<file path="src/rtl/gvfm_pkg.sv">
// Shared types and constants for the greedy voxel face mesher.
// No dependencies; imported by every file except gvfm_ram.
package gvfm_pkg;

    localparam int MaxDim     = 32;
    localparam int Side       = MaxDim + 2;
    localparam int StoreDepth = Side * Side * Side;
    localparam int DimW       = $clog2(MaxDim + 1) + 1;
    localparam int CoordW     = $clog2(MaxDim);
    localparam int StoreAw    = $clog2(StoreDepth);
    localparam int MaskAw     = 2 * CoordW;
    localparam int CellW      = 17;
    localparam int CodeW      = 18;

    localparam logic [1:0] RegDimX = 2'd0;
    localparam logic [1:0] RegDimY = 2'd1;
    localparam logic [1:0] RegDimZ = 2'd2;

    localparam logic CmdWrite   = 1'b0;
    localparam logic CmdRequest = 1'b1;

    // Command strobes from the controller to the datapath.
    typedef struct packed {
        logic cell_wr;
        logic build_init;
        logic lo_rd;
        logic hi_rd;
        logic b_wr;
        logic mask_done;
        logic find_init;
        logic f_rd;
        logic row_next;
        logic col_next;
        logic code_latch;
        logic w_rd;
        logic w_inc;
        logic h_init;
        logic h_rd;
        logic h_next_row;
        logic k_inc;
        logic clr_init;
        logic clr_wr;
        logic slice_next;
        logic out_quad;
        logic out_done;
    } t_cmd;

    typedef struct packed {
        logic finished;
        logic mask_ready;
        logic row_end;
        logic col_end;
        logic code_zero;
        logic w_can;
        logic code_eq;
        logic h_can;
        logic k_last;
        logic clr_last;
    } t_sts;

endpackage

</file>
<file path="src/rtl/gvfm_ctrl.sv">
// Controller state machine of the mesher: sequences mask build, rectangle search and output.
// Depends on gvfm_pkg.
module gvfm_ctrl (
    input  logic           i_clk,
    input  logic           i_rst_n,
    input  logic           i_valid,
    output logic           o_stall,
    input  logic           i_command,
    output logic           o_valid,
    input  logic           i_stall,
    input  gvfm_pkg::t_sts i_sts,
    output gvfm_pkg::t_cmd o_cmd
);
    import gvfm_pkg::*;

    localparam logic [3:0] S_IDLE  = 4'd0;
    localparam logic [3:0] S_CHECK = 4'd1;
    localparam logic [3:0] S_B_LO  = 4'd2;
    localparam logic [3:0] S_B_HI  = 4'd3;
    localparam logic [3:0] S_B_WR  = 4'd4;
    localparam logic [3:0] S_F_RD  = 4'd5;
    localparam logic [3:0] S_F_CHK = 4'd6;
    localparam logic [3:0] S_W_RD  = 4'd7;
    localparam logic [3:0] S_W_CHK = 4'd8;
    localparam logic [3:0] S_H_RD  = 4'd9;
    localparam logic [3:0] S_H_CHK = 4'd10;
    localparam logic [3:0] S_CLR   = 4'd11;
    localparam logic [3:0] S_OUT   = 4'd12;

    logic [3:0] r_state, n_state;

    assign o_stall = r_state != S_IDLE;
    assign o_valid = r_state == S_OUT;

    always_comb begin
        n_state = r_state;
        o_cmd   = '0;
        case (r_state)
            S_IDLE: begin
                if (i_valid) begin
                    if (i_command == CmdWrite) begin
                        o_cmd.cell_wr = 1'b1;
                    end else begin
                        n_state = S_CHECK;
                    end
                end
            end
            S_CHECK: begin
                if (i_sts.finished) begin
                    o_cmd.out_done = 1'b1;
                    n_state = S_OUT;
                end else if (!i_sts.mask_ready) begin
                    o_cmd.build_init = 1'b1;
                    n_state = S_B_LO;
                end else begin
                    o_cmd.find_init = 1'b1;
                    n_state = S_F_RD;
                end
            end
            S_B_LO: begin
                if (i_sts.row_end) begin
                    o_cmd.mask_done = 1'b1;
                    n_state = S_CHECK;
                end else begin
                    o_cmd.lo_rd = 1'b1;
                    n_state = S_B_HI;
                end
            end
            S_B_HI: begin
                o_cmd.hi_rd = 1'b1;
                n_state = S_B_WR;
            end
            S_B_WR: begin
                o_cmd.b_wr = 1'b1;
                n_state = S_B_LO;
            end
            S_F_RD: begin
                if (i_sts.row_end) begin
                    o_cmd.slice_next = 1'b1;
                    n_state = S_CHECK;
                end else if (i_sts.col_end) begin
                    o_cmd.row_next = 1'b1;
                end else begin
                    o_cmd.f_rd = 1'b1;
                    n_state = S_F_CHK;
                end
            end
            S_F_CHK: begin
                if (i_sts.code_zero) begin
                    o_cmd.col_next = 1'b1;
                    n_state = S_F_RD;
                end else begin
                    o_cmd.code_latch = 1'b1;
                    n_state = S_W_RD;
                end
            end
            S_W_RD: begin
                if (i_sts.w_can) begin
                    o_cmd.w_rd = 1'b1;
                    n_state = S_W_CHK;
                end else begin
                    o_cmd.h_init = 1'b1;
                    n_state = S_H_RD;
                end
            end
            S_W_CHK: begin
                if (i_sts.code_eq) begin
                    o_cmd.w_inc = 1'b1;
                    n_state = S_W_RD;
                end else begin
                    o_cmd.h_init = 1'b1;
                    n_state = S_H_RD;
                end
            end
            S_H_RD: begin
                if (i_sts.h_can) begin
                    o_cmd.h_rd = 1'b1;
                    n_state = S_H_CHK;
                end else begin
                    o_cmd.clr_init = 1'b1;
                    n_state = S_CLR;
                end
            end
            S_H_CHK: begin
                if (!i_sts.code_eq) begin
                    o_cmd.clr_init = 1'b1;
                    n_state = S_CLR;
                end else if (i_sts.k_last) begin
                    o_cmd.h_next_row = 1'b1;
                    n_state = S_H_RD;
                end else begin
                    o_cmd.k_inc = 1'b1;
                    n_state = S_H_RD;
                end
            end
            S_CLR: begin
                o_cmd.clr_wr = 1'b1;
                if (i_sts.clr_last) begin
                    o_cmd.out_quad = 1'b1;
                    n_state = S_OUT;
                end
            end
            S_OUT: begin
                if (!i_stall) begin
                    n_state = S_IDLE;
                end
            end
            default: begin
                n_state = S_IDLE;
            end
        endcase
    end

    always_ff @(posedge i_clk) begin
        if (!i_rst_n) begin
            r_state <= S_IDLE;
        end else begin
            r_state <= n_state;
        end
    end
endmodule

</file>
<file path="config.mk">
export PLATFORM = sky130hd
export DESIGN_NAME = gvfm_ctrl
export DESIGN_NICKNAME = d
export VERILOG_FILES = /design/src/rtl/gvfm_pkg.sv /design/src/rtl/gvfm_ctrl.sv
export SDC_FILE = /design/constraint.sdc
export NUM_CORES = 1
export LEC_CHECK = 0
export BUFFER_PORTS_ARGS = -buffer_cell sky130_fd_sc_hd__buf_2
export CAP_MARGIN = 40
export CORE_UTILIZATION = 42
export DETAILED_ROUTE_END_ITERATION = 8
export PLACE_DENSITY = 0.78
export SLEW_MARGIN = 20
export SYNTH_ARGS = -nofsm -noshare
export SYNTH_HDL_FRONTEND = slang
export SYNTH_SLANG_ARGS = --single-unit
</file>
<file path="constraint.sdc">
create_clock -name i_clk -period 2 [get_ports i_clk]
set_clock_uncertainty 0.15 [all_clocks]
set_input_delay 0.4 -clock i_clk [delete_from_list [all_inputs] [get_ports i_clk]]
set_output_delay 0.4 -clock i_clk [all_outputs]
set_load 0.005 [all_outputs]
</file>
After elaboration in Yosys (flattened, before gate mapping):

Index checks and enable logic that the tools add are counted.
W data, S select, Z words.

* equality and inequality tests: 17
* muxes and demuxes: 58
* reductions and logical operators: 3

Operators by type and width (count)
* $pmux W4 S13: 1
* $mux W1: 38
* $mux W4: 8
* $eq A4 B4 Y1 const B: 5
* $eq A4 B3 Y1 const B: 4
* $mux W2: 8
* $eq A4 B2 Y1 const B: 2
* $ne A2 B2 Y1 const B: 4
* $reduce_and A5 Y1: 1
* $eq A4 B1 Y1 const B: 1
* $logic_not A4 Y1: 1
* $pmux W1 S2: 2
* $reduce_bool A4 Y1: 1
* $mux W3: 1
* $ne A3 B3 Y1 const B: 1

* bits in registers: 4
* input port bits: 15
* output and inout port bits: 24
* logic and storage cells: 79

Logic depth before layout (Yosys ltp):

* depth after elaboration: 3
* mapped depth: 7
* gate-level depth less buffers: 5

Worst setup path after synthesis:

Ideal clock, no wire load.

* path type: register to output
* start point: register r_state[1]
* end point: output port o_cmd[1] (netlist bit)
* data arrival time: 1.161 ns
* required time: 1.450 ns
* path slack: 0.289 ns
* cell stages (with the launch flop): 5
* path through: dfxtp_1 > clkbuf_1 > buf_2 > and3_1 > and2_1

RTL lines
* start: declaration: line gvfm_ctrl.sv:30 `logic [3:0] r_state, n_state;`
* start signal: assignment: line gvfm_ctrl.sv:158 `r_state <= n_state;`
* end: declaration: line gvfm_ctrl.sv:12 `output gvfm_pkg::t_cmd o_cmd`

==> metrics <==
worst setup margin=-2.05 ps; proportion of synthesized chip area in sequential cells=12.5%; H-tree depth=1; Synth Area in Adders=0%; worst hold stages=2; Final min period=2000 ps; Synth top area share=12.5%; pwr dens=503 nW/um^2; failing checks=negative setup slack; biggest area consumer among synthesized cells=dfxtp_1; Post-Synth Simple-Gate Area=50.0%; GPL Wtd Cong=0.833; layout cells sized above 1=43.7%; WS Path Type=flop to primary output; initial core utilization=47.1%; post-synthesis cell type count=36; antenna violations before repair=0; routed wire length=2010 um; number of inserted diodes=0; reg2reg setup slack=280 ps; status=finished with violations; VDD IR max=0.000267 V; clock slew at reported path FFs=40 ps; Top reg by flops=r_state; Crit path arrival time=1450 ps; wire per inst=12.8 um; Final Hold Viols=0; Via density=5.54; Max Cap Viol=0; die height=41.1 um; CTS root buf=clkbuf_4; required time of the critical path=1450 ps; Syn Nets=113; largest net degree at the start of global routing=17; Fmax=0.499 GHz; Hold Buf Count CTS=0; Total GRT Usage=25.6%; dominant cells by area after synthesis=dfxtp_1 12%, and3_1 7.8%, nand2b_1 5.8%; RSZ-0062 raised after global routing=true; Final period util=100%; synthesized instance count=98; Die W=41.1 um; # IOs=39; Synth Area in Compound Gates=24.9%; top_reg_cell synth=dfxtp_1; nature of the critical path endpoint=primary output; DR iter-0 viols=20; synth warn=0; crit-path max cell delay=550 ps; vias in the first global route=684; Slew @ Worst Pin=296 ps; crit path launch type=flop; Syn Area/Cell=6.56 sq um; DRC viols=0; num rows=13; die area=1690 sq um; Final Util=68.4%; LEAKAGE=0.529 nW; final slew viol count=0; first-pass GRT wire length=2890 um; Hold Crit Class=input pin to flop; placed insts=152; clock latency on the worst-skew pair=240 ps; Area Overhead vs Synth=45.3%; post-detail-place hpwl=1570 um; synthesized area=643 sq um; max reg flops=4; final setup vio count=1; number of synthesized flops with an enable pin=0; grt total ovfl=0; post-route antenna net violation count=0; Yosys reg bits=4; Worst R2R Path Depth=5; Design Power=0.470 mW; Nets=159; CTS Sinks=4; Slew HR=80.3%; total CTS buffers=3; CTS tree=yes; Post-synth ARST share=0%; biggest registers after layout=r_state x4; mux cell area share after synthesis=3.11%; cells along the critical path=or4_4 -> nor3b_2 -> buf_2; Critical Path Slowest Stage Cell=or4_4; clock tree buffer depth=2; via count=870; port buffer count=38; core region area=1370 sq um; Post-Layout Cell Count=157; critical path peak fanout=8; Pre-Repair DR Iteration Count=4; xor and xnor area share after synthesis=0%; largest family of logic cells by synthesized area=simple AND/OR/NAND/NOR gates
## layout by cell type, fill, tap and decap left out, types with 2 or more instances in the layout
master,instances
and2_1,3
dfxtp_2,4
o22ai_1,2
a22o_1,2
buf_2,38
inv_1,7
nand2b_1,6
nand3_2,2
a21oi_1,4
nor3b_1,2
a32oi_1,2
o21ai_0,4
nor3_1,5
clkbuf_4,3
and3_1,8
nand2_1,7
mux2i_1,2
nor4_1,2
nor2b_1,5
buf_4,11
nor2_1,5
## power by group
part	internal [mW]	switching (mW)	total [mW]
clock network	0.0670	0.0322	0.0992
logic	0.132	0.132	0.264
registers	0.0910	0.0160	0.107
## per-layer routing
| layer | vias to the layer above | track usage, % | share of wire [%] |
|---|---|---|---|
| met5 | - | 0 | 0 |
| met4 | 0 | 2.42 | 0 |
| li1 | 443 | - | - |
| met3 | 0 | 4.89 | 5.5 |
| met2 | 30 | 44.1 | 51 |
| met1 | 397 | 33.8 | 44 |
## worst paths after layout
check / startpoint / end
min: i_rst_n / r_state[1]
max: r_state[2] / o_cmd[21]
min reg2reg: r_state[2] / r_state[2]
max reg2reg: r_state[2] / r_state[0]
## stage by stage
stage	hold slack (ps)	cell area [sq um]	worst slack (ps)	TNS (ps)
floorplan	396	643	289	0
global placement	490	885	233	0
detailed placement	509	885	148	0
CTS	273	915	0.785	0
global route	292	935	-28.5	-30.0
finish	271	935	-2.05	-2.05
## Yosys cell counts (2+ instances only)
cell and instances:
o22ai_1 2, nor2b_1 5, a21oi_1 4, buf_2 4
and3_1 8, clkbuf_1 4, a32oi_1 2, nand2_1 7
mux2i_1 2, nand3_2 2, inv_1 7, nor2_1 6
nor4_1 2, nor3_1 5, dfxtp_1 4, nand2b_1 6
a22o_1 2, o21ai_0 4, nor3b_1 3, and2_1 3
## final cells by class
class                      count  area, sq um
timing repair buffer          49          273
multi-input combinational     79          509
clock buffer                   3         22.5
inverter                       7         26.3
fill                         122          432
tap                           15         18.8
sequential                     4         85.1
## kinds of logic after synthesis
group | Yosys count
flip-flops | 4
multiplexers | 2
buffers and inverters | 15
AO/OA/AOI/OAI | 23
AND/OR/NAND/NOR | 54
## timing repair
action | 4_1_cts | 5_1_grt
pin swaps | 1 | 1
gates resized for setup | 3 | 3
endpoints found under the setup margin | 2 | 8
setup buffers | 0 | 2
## critical path, delay by kind of cell, from the launching register on
kind / cells / cell delay, ps
flip-flops: 1 / 350
AND/OR/NAND/NOR: 2 / 720
buffers and inverters: 1 / 140
Power figures use the tool's default switching activity.
